<file path="config.mk">
export PLATFORM = sky130hd
export DESIGN_NAME = stid_seq
export DESIGN_NICKNAME = d
export VERILOG_FILES = /design/src/sv/stid_pkg.sv /design/src/sv/stid_seq.sv
export SDC_FILE = /design/constraint.sdc
export NUM_CORES = 1
export LEC_CHECK = 0
export BUFFER_PORTS_ARGS = -buffer_cell sky130_fd_sc_hd__buf_2
export CORE_UTILIZATION = 45
export DETAILED_ROUTE_END_ITERATION = 10
export GPL_TIMING_DRIVEN = 0
export SKIP_LAST_GASP = 1
export SLEW_MARGIN = 20
export SYNTH_ARGS = -nofsm -noshare
export SYNTH_HDL_FRONTEND = slang
export SYNTH_SLANG_ARGS = --single-unit
</file>
<file path="constraint.sdc">
create_clock -name clk -period 2.9 [get_ports clk]
set_clock_uncertainty 0.2 [all_clocks]
set_input_delay 0.29 -clock clk [delete_from_list [all_inputs] [get_ports clk]]
set_output_delay 0.29 -clock clk [all_outputs]
set_load 0.1 [all_outputs]
</file>
<file path="src/sv/stid_pkg.sv">
package stid_pkg;

  localparam int CMD_W    = 2;
  localparam int KEY_W    = 20;
  localparam int STATUS_W = 3;
  localparam int INDEX_W  = 10;
  localparam int STEP_W   = 4;

  localparam logic [KEY_W-1:0] KEY_LIMIT = KEY_W'(999999);

  // Command codes.
  localparam logic [CMD_W-1:0] CMD_LOAD   = 2'd0;
  localparam logic [CMD_W-1:0] CMD_ADD    = 2'd1;
  localparam logic [CMD_W-1:0] CMD_LOOKUP = 2'd2;

  // Status codes.
  localparam logic [STATUS_W-1:0] ST_OK        = 3'd0;
  localparam logic [STATUS_W-1:0] ST_NOT_FOUND = 3'd1;
  localparam logic [STATUS_W-1:0] ST_FULL      = 3'd2;
  localparam logic [STATUS_W-1:0] ST_EMPTY     = 3'd3;
  localparam logic [STATUS_W-1:0] ST_OVERFLOW  = 3'd4;
  localparam logic [STATUS_W-1:0] ST_ORDER     = 3'd5;

  typedef struct packed {
    logic [CMD_W-1:0] command;
    logic [KEY_W-1:0] key_value;
  } in_req_t;

  typedef struct packed {
    logic [STATUS_W-1:0] status;
    logic [INDEX_W-1:0]  entry_index;
    logic [KEY_W-1:0]    key_out;
  } out_res_t;

  // Datapath operations selected by the control word.
  typedef enum logic [2:0] {
    OP_NOP,
    OP_CAPTURE,
    OP_APPEND,
    OP_PROBE,
    OP_NARROW,
    OP_HIT,
    OP_MISS,
    OP_EMIT
  } op_t;

  // Jump conditions.
  typedef enum logic [2:0] {
    C_NEVER,
    C_ALWAYS,
    C_IN_REQ,
    C_CMD_BAD,
    C_CMD_LOOKUP,
    C_LO_GE_HI,
    C_PROBE_NE,
    C_OUT_FREE
  } cond_t;

  typedef logic [STEP_W-1:0] step_t;

  localparam step_t S_IDLE   = 4'd0;
  localparam step_t S_DECODE = 4'd1;
  localparam step_t S_ROUTE  = 4'd2;
  localparam step_t S_APPEND = 4'd3;
  localparam step_t S_PROBE  = 4'd4;
  localparam step_t S_NARROW = 4'd5;
  localparam step_t S_HIT    = 4'd6;
  localparam step_t S_MISS   = 4'd7;
  localparam step_t S_EMIT   = 4'd8;

  // When cond is true the step counter loads tgt; otherwise it holds
  // (hold set) or advances by one.
  typedef struct packed {
    op_t   op;
    cond_t cond;
    logic  hold;
    step_t tgt;
  } ucode_t;

  // Control and status between sequencer and datapath.
  typedef struct packed {
    op_t  op;
  } dp_ctrl_t;

  typedef struct packed {
    logic cmd_bad;
    logic cmd_lookup;
    logic lo_ge_hi;
    logic probe_ne;
  } dp_flags_t;

  function automatic ucode_t ucode_rom(input step_t s);
    ucode_t w;
    unique case (s)
      S_IDLE:   w = '{op: OP_CAPTURE, cond: C_IN_REQ,     hold: 1'b1, tgt: S_DECODE};
      S_DECODE: w = '{op: OP_NOP,     cond: C_CMD_BAD,    hold: 1'b0, tgt: S_IDLE};
      S_ROUTE:  w = '{op: OP_NOP,     cond: C_CMD_LOOKUP, hold: 1'b0, tgt: S_PROBE};
      S_APPEND: w = '{op: OP_APPEND,  cond: C_ALWAYS,     hold: 1'b0, tgt: S_EMIT};
      S_PROBE:  w = '{op: OP_PROBE,   cond: C_LO_GE_HI,   hold: 1'b0, tgt: S_MISS};
      S_NARROW: w = '{op: OP_NARROW,  cond: C_PROBE_NE,   hold: 1'b0, tgt: S_PROBE};
      S_HIT:    w = '{op: OP_HIT,     cond: C_ALWAYS,     hold: 1'b0, tgt: S_EMIT};
      S_MISS:   w = '{op: OP_MISS,    cond: C_NEVER,      hold: 1'b0, tgt: S_EMIT};
      S_EMIT:   w = '{op: OP_EMIT,    cond: C_OUT_FREE,   hold: 1'b1, tgt: S_IDLE};
      default:  w = '{op: OP_NOP,     cond: C_ALWAYS,     hold: 1'b0, tgt: S_IDLE};
    endcase
    return w;
  endfunction

endpackage

</file>
<file path="src/sv/stid_seq.sv">
module stid_seq
  import stid_pkg::*;
(
  input  logic      clk,
  input  logic      rst_n,
  input  logic      in_valid,
  input  logic      out_free,
  input  dp_flags_t flags,
  output dp_ctrl_t  ctrl,
  output logic      busy
);

  step_t  step_r;
  step_t  step_nxt;
  ucode_t word;
  logic   cond_hit;

  assign word = ucode_rom(step_r);

  always_comb begin
    unique case (word.cond)
      C_NEVER:      cond_hit = 1'b0;
      C_ALWAYS:     cond_hit = 1'b1;
      C_IN_REQ:     cond_hit = in_valid;
      C_CMD_BAD:    cond_hit = flags.cmd_bad;
      C_CMD_LOOKUP: cond_hit = flags.cmd_lookup;
      C_LO_GE_HI:   cond_hit = flags.lo_ge_hi;
      C_PROBE_NE:   cond_hit = flags.probe_ne;
      C_OUT_FREE:   cond_hit = out_free;
      default:      cond_hit = 1'b0;
    endcase
  end

  always_comb begin
    priority if (cond_hit) begin
      step_nxt = word.tgt;
    end else if (word.hold) begin
      step_nxt = step_r;
    end else begin
      step_nxt = step_r + 1'b1;
    end
  end

  always_ff @(posedge clk) begin
    if (!rst_n) begin
      step_r <= S_IDLE;
    end else begin
      step_r <= step_nxt;
    end
  end

  assign ctrl.op = word.op;
  assign busy    = (step_r != S_IDLE);

endmodule

</file>
==> run summary <==
Synthesis inferred 15 register bits. During synthesis, Yosys emitted a total of 0 warnings. Hold is met by 0.1413 ns. Pin placement for this block handled 12 I/O pins. The worst register-to-register path begins at word[6]. The initial standard-cell utilization of the core is 50.45%, and the number of distinct library cell variants in the gate-level netlist after synthesis is 31. The buffers inserted during post-CTS setup optimization was 0; the number of cells on the worst hold path was 3. In this run the most critical hold path is launched from rst_n. Data arrives at the worst endpoint at 2.74 ns. The logs give 0.18 ns for the flop-to-flop setup slack and 634.6 µV for the worst ir drop on vdd.

In this run the power spent charging and discharging nets is 482.0 µW. Number of global-route vias before repair: 667. The most numerous cell type found on the critical path is sky130_fd_sc_hd__mux2i_2. The critical path launch point type is a flop.

The worst-path cell with the longest stage delay is sky130_fd_sc_hd__a221o_1. The clock network burns 12.5% of the power. The tools report the total count of max-transition violations in the final report as 0. The number of hold-slack violations in the final timing report came out at 0. Power spread over the standard cell area amounts to 962.4 nW/µm². The cell area that synthesis handed to floorplanning was 918.4 µm². At the later pin of the worst-skew pair, clock insertion delay measures 0.30 ns.

For the core region area, the log shows 1821 µm². After the flow finishes, the layout carries non-filler instances totaling 147. The post-CTS clock slew at the launch and capture registers of the worst setup and hold paths is 0.10 ns. The class of the worst hold path was input pin to flop. The detailed router placed 767 vias in this run. The worst path uses 93.69% of the clock period. At the end of the flow, the number of nets in the layout was 137.

In this run switching power makes up 47.60% of total power. TritonCTS built the clock tree. Relative to the synthesized area, the layout overhead comes to 14.58%. The maximum net fanout on the critical path was 10. For the worst flop-to-flop path, the logic depth is 12. Counting the buffers created by CTS gives 3. Traced cell by cell, the critical path runs through mux2i_1 > o21ai_1 > a221o_1 > buf_6 > mux2i_2 > nor2b_1 > inv_1 > ha_2 > nand3_1 > mux2i_2 > nand2_1 > o211ai_1. The number of cell rows is 15, and the largest stage delay on the critical path is 0.42 ns.

Dividing the detail-routed via count by the number of cells gives 5.218. The estimated wirelength of the detail-placed design was 1363 µm; the number of failing setup endpoints in the final timing report was 0. The tools report the destination of the worst hold path as word[1]. When the netlist entered floorplanning its net count stood at 122.

A synthesized cell averages 8.504 µm². The detail route stage leaves a number of antenna-violating nets equal to 0. The post-synthesis sequential area ratio is 32.70%, and the die boundary width is 47.18 µm. The critical path is of the flop to flop type. Measured against its own limit, the worst slew margin works out to 67.91%. Dividing the detail-routed wire length by the instance count gives 12.43 µm. Registers are responsible for 31.8% of the overall power. The analysis attributes to cell leakage a power of 0.4683 nW. Clock tree synthesis found a total of 15 sinks. The run gives 2 as the maximum clock insertion buffer count. The routed design has 1827 µm of wire. At the worst endpoint, the required time is 2.92 ns. The floorplan step defined a die boundary enclosing 2225 µm².

At the pin with the least slew margin, the transition time is 0.4846 ns. Cell internal power was estimated by the tool at 530.6 µW. The number of port buffers was 11. The total DRC errors in the routed layout came out at 0.

Setup repair after global routing left no endpoint under its margin. The number of antenna diodes in the final layout is 0. In the synthesized netlist, the number of instances is 108. Entering global routing, the biggest net connects 11 pins.

In this run, the combinational gates consume 55.6% of the power. For the global-route wire length before repair, the log shows 2891 µm. The pre-antenna-repair detailed-routing pass consisted of 4 iterations. The type of destination of the critical path is a flop. The number of antenna violations at the first check in global routing is 0, and the overall fraction of global-route tracks in use is 19.43%.

The flow ran to the end, and the final reports show no timing, DRC or antenna violations. At the end of routability-driven placement, the weighted congestion stood at 0.7395. Hold repair after CTS inserted 0 buffers. The final period demand of the worst path was 2.717 ns; the highest clock frequency the design can meet was 0.3681 GHz. The detailed router finished its first iteration with 10 violations. Counting tap cells, the placed design contains a total of 144 instances. Cells with a size suffix above 1 make up 22.13% of the layout. After global routing the overflow that remains totals 0.

For the number of max-cap violations, the log shows 0. The die outline height came out at 47.18 µm. CTS placed an instance of sky130_fd_sc_hd__clkbuf_4 at the clock tree root. In this run the critical register-to-register path is captured at word[9].

For the depth of the CTS H-tree, the log shows 1.
-- layout make-up --
| type | count | area [µm²] |
|---|---|---|
| sequential | 15 | 301.5 |
| tap | 25 | 31.28 |
| multi-input combinational | 73 | 546.8 |
| clock inverter | 1 | 5.005 |
| fill | 171 | 768.2 |
| clock buffer | 3 | 22.52 |
| timing repair buffer | 11 | 55.05 |
| buffer | 6 | 41.29 |
| inverter | 13 | 48.80 |
-- per-layer routing --
| layer | vias up | wire length, µm | global-route usage, % |
|---|---|---|---|
| li1 | 390 | - | - |
| met1 | 358 | 919 | 25.52 |
| met2 | 14 | 798 | 29.44 |
| met3 | 5 | 56 | 2.308 |
| met4 | 0 | 53 | 13.71 |
| met5 | - | 0 | 0 |
-- synth_stat cells --
master	count	area [µm²]
sky130_fd_sc_hd__dfxtp_1	15	300.3
sky130_fd_sc_hd__inv_1	13	48.80
sky130_fd_sc_hd__nor2b_1	10	62.56
sky130_fd_sc_hd__mux2i_1	7	70.07
sky130_fd_sc_hd__ha_1	6	75.07
sky130_fd_sc_hd__nand2_1	6	22.52
sky130_fd_sc_hd__nor2_1	6	22.52
sky130_fd_sc_hd__a21oi_1	5	25.02
sky130_fd_sc_hd__xnor2_1	5	43.79
sky130_fd_sc_hd__nand3_1	4	20.02
sky130_fd_sc_hd__o211ai_1	4	30.03
sky130_fd_sc_hd__buf_4	3	22.52
sky130_fd_sc_hd__clkbuf_1	3	11.26
sky130_fd_sc_hd__o21ai_1	3	15.01
sky130_fd_sc_hd__o22ai_1	2	12.51
sky130_fd_sc_hd__a211oi_1	1	7.510
sky130_fd_sc_hd__a21o_1	1	7.510
sky130_fd_sc_hd__a221o_1	1	10.01
sky130_fd_sc_hd__and3_1	1	6.260
sky130_fd_sc_hd__buf_6	1	11.26
sky130_fd_sc_hd__mux2_2	1	11.26
sky130_fd_sc_hd__mux2_4	1	15.01
sky130_fd_sc_hd__nand2b_2	1	8.760
sky130_fd_sc_hd__nand3b_1	1	7.510
sky130_fd_sc_hd__nand4b_1	1	8.760
sky130_fd_sc_hd__nor3_1	1	5.000
sky130_fd_sc_hd__o2111ai_1	1	8.760
sky130_fd_sc_hd__o21a_1	1	7.510
sky130_fd_sc_hd__o21ai_0	1	5.000
sky130_fd_sc_hd__o311ai_0	1	8.760
sky130_fd_sc_hd__or4_1	1	7.510
-- worst max-delay path: cells and delay by family (launching register included) --
family | cells | cell delay (ns)
compound gates | 3 | 0.61
fa+ha+maj | 1 | 0.21
buf+inv | 2 | 0.28
flops | 1 | 0.37
mux | 3 | 0.62
simple gates | 3 | 0.33
-- cells in the final DEF (no fill, tap or decap), drive strengths merged --
master | netlist | final
nor2b | 10 | 10
buf | 4 | 15
clkbuf | 3 | 5
nand4b | 1 | 1
a21o | 1 | 1
o211ai | 4 | 4
nand3 | 4 | 4
nand2 | 6 | 6
a221o | 1 | 1
mux2 | 2 | 2
nor3 | 1 | 1
o22ai | 2 | 2
o21a | 1 | 1
mux2i | 7 | 7
and3 | 1 | 1
clkinv | 0 | 1
a211oi | 1 | 1
a21oi | 5 | 5
nand2b | 1 | 1
nand3b | 1 | 1
o311ai | 1 | 1
nor2 | 6 | 6
o2111ai | 1 | 1
or4 | 1 | 1
ha | 6 | 6
dfxtp | 15 | 15
xnor2 | 5 | 5
inv | 13 | 13
o21ai | 4 | 4
-- logic make-up after synthesis --
kind of cell / synth area share (%)
buffers and inverters: 10.22
AND/OR/NAND/NOR: 18.67
adder cells (fa/ha/maj): 8.174
multiplexers: 10.49
AO/OA/AOI/OAI: 14.99
flip-flops: 32.70
XOR/XNOR: 4.768
-- power by group through the flow --
stage | Clock (mW) | Combinational (mW) | Sequential (mW)
floorplan | 0 | 0.465 | 0.301
global placement | 0 | 0.537 | 0.311
detailed placement | 0 | 0.541 | 0.314
CTS | 0.127 | 0.550 | 0.310
global route | 0.137 | 0.615 | 0.332
finish | 0.127 | 0.563 | 0.322
-- per-stage QoR --
stage	worst slack [ns]	utilization (%)	instance area [µm²]	total power, mW	TNS (ns)
global placement	-0.03244	55.19	1005	0.8475	-0.05790
CTS	0.01546	56.91	1036	0.9865	0
finish	0.1830	57.80	1052	1.013	0
global route	0.01069	57.80	1052	1.083	0
detailed placement	-0.06056	55.19	1005	0.8555	-0.1029
floorplan	0.4116	-	918.4	0.7657	0
-- sequential cells by signal, indices dropped and copies added, names as in the netlist --
name and cells:
step_r 4, word 11
-- worst max path at each step --
stage	end	slack, ns	depth (start not counted)	startpoint
floorplan	word[9]	0.41	12	step_r[0]
global placement	word[7]	-0.03	12	step_r[0]
detailed placement	word[9]	-0.06	12	step_r[0]
CTS	word[9]	0.02	12	step_r[0]
global route	word[9]	0.01	12	word[6]
finish	word[9]	0.18	12	word[6]
-- timing repair --
action                     4_1_cts  5_1_grt
setup endpoints to repair        2        4
gates resized for setup          1        5
pin swaps                        0        0
No activity file was read; power rests on OpenSTA's default activity.
